$ cat src/assert_macros.svh
// assertion macros included by the top-level core rtl file
`ifndef ASSERT_MACROS_SVH
`define ASSERT_MACROS_SVH
`ifndef NO_ASSERTIONS
`define C2I_ASSERT(lbl, clk, rst_n, prop) \
    lbl: assert property (@(posedge clk) disable iff (!rst_n) prop) \
        else $error("c2i assertion failed");
`define C2I_NEVER(lbl, clk, rst_n, expr) \
    lbl: assert property (@(posedge clk) disable iff (!rst_n) !(expr)) \
        else $error("c2i forbidden condition seen");
`else
`define C2I_ASSERT(lbl, clk, rst_n, prop)
`define C2I_NEVER(lbl, clk, rst_n, expr)
`endif
`endif

$ cat src/c2i_pkg.sv
// ----------------------------------------------------------------------------
// c2i_pkg
// shared types and codes for the col2im accumulate, bias and relu core
// ----------------------------------------------------------------------------
package c2i_pkg;

    localparam int DEF_MAX_CHANNELS = 16;
    localparam int DEF_MAX_HEIGHT   = 32;
    localparam int DEF_MAX_WIDTH    = 32;

    // op codes
    localparam logic [1:0] OP_ACC  = 2'd0;
    localparam logic [1:0] OP_READ = 2'd1;
    localparam logic [1:0] OP_BIAS = 2'd2;

    // configuration register indexes
    localparam logic [2:0] REG_CHANNELS = 3'd0;
    localparam logic [2:0] REG_HEIGHT   = 3'd1;
    localparam logic [2:0] REG_WIDTH    = 3'd2;
    localparam logic [2:0] REG_KERNEL   = 3'd3;
    localparam logic [2:0] REG_STRIDE   = 3'd4;
    localparam logic [2:0] REG_PAD      = 3'd5;
    localparam logic [2:0] REG_DILATION = 3'd6;
    localparam logic [2:0] REG_POST     = 3'd7;

    // controller to datapath commands
    typedef struct packed {
        logic in_load;
        logic clr_step;
        logic dim_init;
        logic dim_step;
        logic acc_pos;
        logic acc_addr;
        logic acc_rd;
        logic acc_wr;
        logic ro_step;
        logic ro_rd;
        logic ro_out;
    } dp_cmd_t;

    // datapath status back to the controller
    typedef struct packed {
        logic clr_done;
        logic dim_done;
        logic ro_ch_found;
    } dp_status_t;

endpackage

$ cat src/c2i_ctrl.sv
// ----------------------------------------------------------------------------
// c2i_ctrl
// sequencer: clearing pass, output size division, per-op step control
// ----------------------------------------------------------------------------
module c2i_ctrl (
    input  logic                 clk,
    input  logic                 rst_n,
    input  logic                 start,
    input  logic [1:0]           op,
    input  logic                 cfg_valid,
    input  c2i_pkg::dp_status_t  status,
    output logic                 busy,
    output logic                 cfg_ready,
    output c2i_pkg::dp_cmd_t     cmd
);
    import c2i_pkg::*;

    localparam logic [3:0] ST_CLEAR    = 4'd0;
    localparam logic [3:0] ST_DIM_INIT = 4'd1;
    localparam logic [3:0] ST_DIM_RUN  = 4'd2;
    localparam logic [3:0] ST_IDLE     = 4'd3;
    localparam logic [3:0] ST_ACC_POS  = 4'd4;
    localparam logic [3:0] ST_ACC_ADDR = 4'd5;
    localparam logic [3:0] ST_ACC_RD   = 4'd6;
    localparam logic [3:0] ST_ACC_WR   = 4'd7;
    localparam logic [3:0] ST_RO_CH    = 4'd8;
    localparam logic [3:0] ST_RO_RD    = 4'd9;
    localparam logic [3:0] ST_RO_OUT   = 4'd10;

    logic [3:0] state_reg;
    logic [3:0] state_next;
    logic       accept;
    logic       cfg_fire;

    // an item transfer wins over a config write in the same cycle
    assign busy      = (state_reg != ST_IDLE);
    assign cfg_ready = ((state_reg == ST_IDLE) && !start) || (state_reg == ST_CLEAR);
    assign accept    = start && !busy;
    assign cfg_fire  = cfg_valid && cfg_ready;

    // next state and commands
    always_comb
    begin
        state_next = state_reg;
        cmd        = '0;
        cmd.in_load = accept;
        unique case (state_reg)
            ST_CLEAR:
            begin
                cmd.clr_step = 1'b1;
                if (status.clr_done)
                begin
                    state_next = ST_DIM_INIT;
                end
            end
            ST_DIM_INIT:
            begin
                cmd.dim_init = 1'b1;
                state_next   = ST_DIM_RUN;
            end
            ST_DIM_RUN:
            begin
                cmd.dim_step = 1'b1;
                if (status.dim_done)
                begin
                    state_next = ST_IDLE;
                end
            end
            ST_IDLE:
            begin
                if (cfg_fire)
                begin
                    state_next = ST_DIM_INIT;
                end
                else if (accept)
                begin
                    priority case (op)
                        OP_ACC:  state_next = ST_ACC_POS;
                        OP_READ: state_next = ST_RO_CH;
                        default: state_next = ST_IDLE;
                    endcase
                end
            end
            ST_ACC_POS:
            begin
                cmd.acc_pos = 1'b1;
                state_next  = ST_ACC_ADDR;
            end
            ST_ACC_ADDR:
            begin
                cmd.acc_addr = 1'b1;
                state_next   = ST_ACC_RD;
            end
            ST_ACC_RD:
            begin
                cmd.acc_rd = 1'b1;
                state_next = ST_ACC_WR;
            end
            ST_ACC_WR:
            begin
                cmd.acc_wr = 1'b1;
                state_next = ST_IDLE;
            end
            ST_RO_CH:
            begin
                if (status.ro_ch_found)
                begin
                    state_next = ST_RO_RD;
                end
                else
                begin
                    cmd.ro_step = 1'b1;
                end
            end
            ST_RO_RD:
            begin
                cmd.ro_rd  = 1'b1;
                state_next = ST_RO_OUT;
            end
            ST_RO_OUT:
            begin
                cmd.ro_out = 1'b1;
                state_next = ST_IDLE;
            end
            default:
            begin
                state_next = ST_IDLE;
            end
        endcase
    end

    // state register
    always_ff @(posedge clk or negedge rst_n)
    begin
        if (!rst_n)
        begin
            state_reg <= ST_CLEAR;
        end
        else
        begin
            state_reg <= state_next;
        end
    end

endmodule

$ cat config.mk
export PLATFORM = sky130hd
export DESIGN_NAME = c2i_ctrl
export DESIGN_NICKNAME = d
export VERILOG_FILES = /design/src/assert_macros.svh /design/src/c2i_pkg.sv /design/src/c2i_ctrl.sv
export SDC_FILE = /design/constraint.sdc
export NUM_CORES = 1
export LEC_CHECK = 0
export ABC_AREA = 1
export BUFFER_PORTS_ARGS = -buffer_cell sky130_fd_sc_hd__buf_2
export CAP_MARGIN = 15
export CORE_UTILIZATION = 30
export DETAILED_ROUTE_END_ITERATION = 10
export GPL_ROUTABILITY_DRIVEN = 1
export PLACE_DENSITY = 0.67
export SLEW_MARGIN = 20
export SYNTH_ARGS = -nofsm -noshare
export SYNTH_HDL_FRONTEND = slang
export SYNTH_SLANG_ARGS = --single-unit
export TNS_END_PERCENT = 100
$ cat constraint.sdc
create_clock -name clk -period 1.63 [get_ports clk]
set_clock_uncertainty 0.15 [all_clocks]
set_input_delay 0.0815 -clock clk [delete_from_list [all_inputs] [get_ports clk]]
set_output_delay 0.0815 -clock clk [all_outputs]
set_load 0.02 [all_outputs]
# == Yosys cells after proc, flatten, opt, wreduce, memory -nomap -nowiden ==
# Cells that the tools add are included.
# totals
reg_bits,4
word_cells,44
output_inout_bits,13
in_bits,9
# classes
reduce_logical,9
eq_ne,16
muxes,18
# ops
op,count
case mux 4 bit (9 select lines),1
two-way mux 4 bit,5
== test 4 x 3 -> 1 bit (second input constant),4
== test 4 bit (second input constant),3
two-way mux 1 bit,11
== test 4 x 2 -> 1 bit (second input constant),2
case mux 4 bit (2 select lines),1
!= test 2 bit (second input constant),3
== test 4 x 1 -> 1 bit (second input constant),1
zero test 4 bit,1
!= test 4 x 2 -> 1 bit (second input constant),1
AND reduction 4 bit,1
logical AND 1 bit,3
!= test 3 bit (second input constant),1
== test 2 x 1 -> 1 bit (second input constant),1
zero test 1 bit,2
zero test 2 bit,1
logical OR 1 bit,1

# == Longest topological paths before layout ==
# Gate-level depths: netlist (run 1).
# logic_depth
word_depth,6
mapped_depth,10

# == Worst setup path before layout (run 1) ==
# OpenSTA, ideal clock, no wires.
# synth_path
kind,register -> register
startpoint,reg state_reg[0]
endpoint,reg state_reg[1]
path_slack_ps,219
path_buffers,1
t_arrival_ps,1196
synth_period_minus_slack_ps,1411
stages_incl_launch_ff,9
cell_sequence,dfrtp_1 buf_6 inv_1 nand2_1 nor2_1 a21oi_1 nand3_1 nand2_1 nand2_1
# synth_between
elab_chain_len,6
word_cells_on_any_way,22
cone_classes,eq/ne (13); mux (2); reduce/logical (7)
# synth_lines
element,line_no,rtl
start: declaration,c2i_ctrl.sv:30,logic [3:0] state_reg;
start signal: assignment,c2i_ctrl.sv:141,state_reg <= state_next;
== test 4 x 2 -> 1 bit,"c2i_ctrl.sv:37, c2i_ctrl.sv:47",
logical AND 1 bit,c2i_ctrl.sv:37,assign cfg_ready = ((state_reg == ST_IDLE) && !start) || (state_reg == ST_CLEAR);
logical OR 1 bit,c2i_ctrl.sv:37,
logical AND 1 bit,c2i_ctrl.sv:39,assign cfg_fire = cfg_valid && cfg_ready;
two-way mux 4 bit or != test 3 bit (tied branches),n/a,
case mux 4 bit (9 select lines) or AND reduction 4 bit (tied branches),n/a,
# Parallel ways exist; a longest one is shown, timed or not.
# A chain may end at the register's enable or synchronous reset.

==> flow_summary.toml, run 1 <==
[global_routing]
first_global_vias = 481
grt_overflow = 0
track_usage_pct = 14.0
grt_pass1_wl_microns = 1920
grt_max_degree = 10
antenna_found_initial = 0

[synthesis]
synth_ff_type = "dfrtp_1"
synth_most_common_cell = "nand2_1"
synth_top_area_share_pct = 21.3
yosys.area.top_type = "dfrtp_1"
synth_cell_types = 17
synthCells = 78
synth-edff-count = 0
yosys_warnings = 0
synth_area_leaders = "dfrtp_1 (21%), nand2_1 (12%), inv_1 (10%)"
synth_common_cells = "nand2_1 (15), inv_1 (13), nor2_1 (13), nand3_1 (8), nand2_2 (7)"
synth_seq_cells = 4
avgSynthCellArea_sq_um = 6.02
ys_async_sr_fraction_pct = 100
syn-cell-area_sq_um = 469
synth_seq_area_share_pct = 21.3
synth_nets = 87

[clock_tree]
cts_tree = "yes"
cts_buffers = 3
path_clk_slew_ps = 40
clock_sinks = 4
cts_max_level = 1
cts_root_buf = "clkbuf_4"
clkLatencyLatePin_ps = 240
cts_buffer_depth = 2

[drt]
vias = 532
drt_first_pass_iters = 3
routed_wl_microns = 1100
avgViaCountPerCell = 4.55
ant_nets = 0
drc = 0
drtIter0Drc = 8
wl_per_cell_microns = 9.41

[setup_path]
critPathMaxFanout = 9
end_kind = "output port"
path_class = "reg2out"
crit_path_cell_trace = "nor2_4, nand2_2, nor2_1, buf_2"
cp_slowest_cell = "dfrtp_1"
critical_path.max_stage_delay_ps = 440
worstPathRequired_ps = 1400
worst_ep_arrival_time_ps = 1290
critPathLaunchType = "register"

[floorplan]
start_util_pct = 33.9
row_count = 13
core_sq_um = 1380
die_h_microns = 41.5
die_width_microns = 41.5
num_io_pins = 22
die_area_sq_um = 1730

[pwr]
power_leakage_nw = 0.393
combPwrFrac_pct = 70.5
internal_power_mw = 0.573
ir_worst_vdd_v = 0.000868
power_switching_mw = 0.798
power_frac_seq_pct = 20.0
pwr-share-clk_pct = 9.5
swShare_pct = 58.2
power_density_nw_per_um2 = 2200

[timing]
fin_crit_ps = 1520
rsz0062_at_grt = "false"
max_freq_mhz = 656
min_period_over_period_pct = 93.5
setup_ws_ps = 106
max_slew.worst_pin.slew_ps = 229
finalHoldViolCount = 0
report.final.slew_viol_count = 0
max_slew_margin_pct = 84.7
tns_ps = 0
finalSetupViolations = 0

[final_layout]
layout-drive-gt1-share_pct = 40.2
fin_nets = 113
area_growth_pct = 32.5
antenna_cells = 0
largest_reg_flops = 4

[placement]
portBuffers = 21
preCtsSetupSlack_ps = 125
gp_congestion = 0.771
dp_hpwl_microns = 852

[run]
cap_violations = 0

[min_path]
hp-class = "in2async"

[run_status]
status = "finished, final reports clean"
[cells in the final DEF (no fill, tap or decap)]
cell and count:
a21oi_1 2, a21oi_2 2, buf_2 21, clkbuf_4 3, dfrtp_1 2, dfrtp_2 2, dlygate4sd3_1 3, inv_1 13
inv_2 2, nand2_1 15, nand2_2 7, nand3_1 8, nand3b_1 1, nand4_1 2, nor2_1 13, nor2_2 1
nor2_4 3, nor3_1 1, o21ai_0 1
[power groups by stage]
stage	registers, mW	logic, mW	clock network (mW)
floorplan	0.199	0.858	0
global placement	0.267	0.958	0
detailed placement	0.269	0.964	0
CTS	0.268	0.975	0.133
global route	0.287	1.09	0.146
finish	0.274	0.967	0.130
[cell type report]
class | instances | area (sq um)
repair buffers | 24 | 135
clock buffers | 3 | 22.5
inverters | 15 | 56.3
fillers | 151 | 761
flip-flops and latches | 4 | 103
well taps | 15 | 18.8
multi-input cells | 56 | 287
[layer usage]
metal | global-route usage, % | vias to the layer above | share of wire (%) | wire [microns]
li1 | - | 287 | - | -
met1 | 19.0 | 225 | 48 | 528
met2 | 21.3 | 20 | 45 | 496
met3 | 5.65 | 0 | 6.8 | 75
met4 | 1.94 | 0 | 0 | 0
met5 | 0 | - | 0 | 0
[final timing paths]
check / slack, ps / cells after the start / to / from
min in group clk: 20 / 4 / state_reg[2] / op[1]
max in group asynchronous: 1180 / 2 / state_reg[0] / rst_n
worst max-delay path: 110 / 4 / cmd[10] / state_reg[2]
worst max register to register: 170 / 8 / state_reg[1] / state_reg[2]
worst min-delay path: 20 / 2 / state_reg[1] / rst_n
worst min register to register: 460 / 2 / state_reg[1] / state_reg[1]
[cells by family after synthesis]
group	count (synthesis)	synth area share, %
flops	4	21.3
compound gates	5	6.93
buf+inv	18	17.6
simple gates	51	54.1
[metrics by stage]
| stage | utilization (%) | area [sq um] | hold slack, ps | cells | power (mW) |
|---|---|---|---|---|---|
| floorplan | - | 469 | -364 | 78 | 1.06 |
| global placement | 41.0 | 567 | -259 | 111 | 1.23 |
| detailed placement | 41.0 | 567 | -260 | 111 | 1.23 |
| CTS | 44.8 | 619 | 15.2 | 117 | 1.38 |
| global route | 45.0 | 622 | 24.4 | 117 | 1.52 |
| finish | 45.0 | 622 | 18.9 | 117 | 1.37 |
[what timing repair did]
item / in CTS / in global routing
hold endpoints to repair: 6 / 0
hold buffers: 3 / 0
gates resized for setup: 0 / 2
setup buffers: 0 / 0
setup endpoints to repair: 0 / 2
[critical path, delay by kind of cell, from the launching register on]
family | cells | cell delay (ps)
and+or+nand+nor | 3 | 440
DFF | 1 | 440
buffers and inverters | 1 | 160
(Power assumes the default switching activity.)
==> inputs of run 2 (changes only) <==
- CTS_BUF_LIST: not set -> sky130_fd_sc_hd__clkbuf_4 sky130_fd_sc_hd__clkbuf_8
- SETUP_SLACK_MARGIN: not set -> 0.5
==> run 2 against run 1 <==
  * The flow now finishes with violations (negative hold slack)
  * Register-to-register slack lost 20 ps
  * Cell area grew 54%
  * Sequential share of layout area shrank 5.5 points
  * Fmax grew 1.7%
  * Utilization grew 24 points
  * Via count grew 20%
  * Highest routed layer is now met4
  * Power grew 67%
  * Sequential cell count is the same
==> flow_summary.toml, run 2 (synthesis results as in run 1) <==
[floorplan]
die_width_microns = 41.5
die_h_microns = 41.5
die_area_sq_um = 1730
row_count = 13
start_util_pct = 33.9
num_io_pins = 22
core_sq_um = 1380

[global_routing]
first_global_vias = 577
grt_max_degree = 9
track_usage_pct = 16.1
grt_overflow = 0
grt_pass1_wl_microns = 2210
antenna_found_initial = 0

[final_layout]
fin_nets = 129
multi_input_area_sq_um = 410
largest_reg_flops = 4
layout-drive-gt1-share_pct = 70.3
final_cell_mix = "buf_6 (17), buf_4 (12), nand2_1 (10), inv_1 (9), buf_2 (9)"
n_fill_cell = 117
final_common_cell = "buf_6"
seq_area_sq_um = 105
area_growth_pct = 105
antenna_cells = 0
finish.instance_area_sq_um = 960

[drt]
drtIter0Drc = 12
drc = 0
avgViaCountPerCell = 4.79
drt_first_pass_iters = 4
vias = 637
wl_per_cell_microns = 10.9
routed_wl_microns = 1450
ant_nets = 0

[timing]
tns_ps = 0
finalHoldViolCount = 1
finalSetupViolations = 0
fin_crit_ps = 1500
max_slew_margin_pct = 82.9
fin_hold_ws_ps = -3.84
max_slew.worst_pin.slew_ps = 256
rsz0062_at_grt = "true"
report.final.slew_viol_count = 0
min_period_over_period_pct = 91.9
max_freq_mhz = 668

[placement]
gp_congestion = 0.763
placed_area_sq_um = 617
dp_hpwl_microns = 894
portBuffers = 21

[clock_tree]
cts_max_level = 1
cts_buffers = 3
cts_buffer_depth = 2
cts_root_buf = "clkbuf_4"
clkLatencyLatePin_ps = 240
clock_sinks = 4
cts_tree = "yes"
path_clk_slew_ps = 40

[setup_path]
cp_slowest_cell = "dfrtp_2"
reg2reg_slack_ps = 150
critical_path.max_stage_delay_ps = 420
crit_end = "busy"
crit_family = "flip-flops"
worstReg2RegEnd = "state_reg[1]"
crit_top_cell = "buf_6"
critPathMaxFanout = 8
crit_path_cell_trace = "nor2_4, nand2_4, buf_6, buf_6"
critPathLaunch = "state_reg[3]"
reg2reg_depth = 9
critPathLaunchType = "register"
crit_cells = 4
worstPathRequired_ps = 1400
crit_buf_inv = 2
reg2reg_from = "state_reg[3]"
worst_ep_arrival_time_ps = 1270
end_kind = "output port"
path_class = "reg2out"

[run]
cap_violations = 0

[pwr]
ir_worst_vdd_v = 0.00157
power_density_nw_per_um2 = 2380
power_leakage_nw = 0.502

[run_status]
status = "finished with violations"
violations = "negative hold slack"

[min_path]
hp-class = "in2reg"
[run 2: cell types whose count changed in the layout (fill, tap and decap cells not counted), sizes merged]
cell and delta:
dlygate4sd3 -1, buf +17
[run 2: power breakdown]
group	internal, mW	switching (mW)
Sequential	0.163	0.102
Clock	0.0825	0.0433
Combinational	0.886	1.01
[run 2: area by class of cell]
type	count	area share, %
well taps	15	1.96
inverters	15	5.87
flip-flops and latches	4	11.0
clock buffers	3	2.35
repair buffers	40	36.1
multi-input cells	56	42.8
[run 2: worst min-delay path by stage]
stage,startpoint,end,depth (start not counted)
after floorplan,rst_n,state_reg[0],0
after global placement,rst_n,state_reg[0],1
after detailed placement,rst_n,state_reg[3],1
after CTS,op[1],state_reg[2],4
after global routing,op[1],state_reg[2],4
final,op[1],state_reg[2],4
[run 2: per-layer routing]
layer / vias up / GRT usage [%] / routed length (microns)
met1: 288 / 17.9 / 605
met5: - / 0 / 0
li1: 320 / - / -
met3: 2 / 1.74 / 55
met2: 27 / 29.7 / 782
met4: 0 / 7.74 / 10
[run 2: tightest hold or removal path: stages]
cell and delay (ps):
buf_2 70, inv_1 70, nand3_2 90, a21oi_2 40
[run 2: repair_timing]
item                                    in CTS  in global routing
pin swaps                                   11                  7
hold endpoints to repair                     5                  0
gates resized for setup                     38                 19
hold buffers                                 2                  0
setup buffers                               12                  4
endpoints found under the setup margin      17                 17
[run 2: stage by stage]
step	power [mW]	setup WS [ps]	hold slack, ps	util, %	instances
2_1_floorplan	1.16	245	-364	-	78
3_3_place_gp	1.35	168	-261	44.6	112
3_5_place_dp	1.36	115	-263	44.6	112
4_1_cts	2.00	137	4.68	61.9	129
5_1_grt	2.46	83.3	18.9	69.4	133
6_report	2.29	132	-3.84	69.4	133
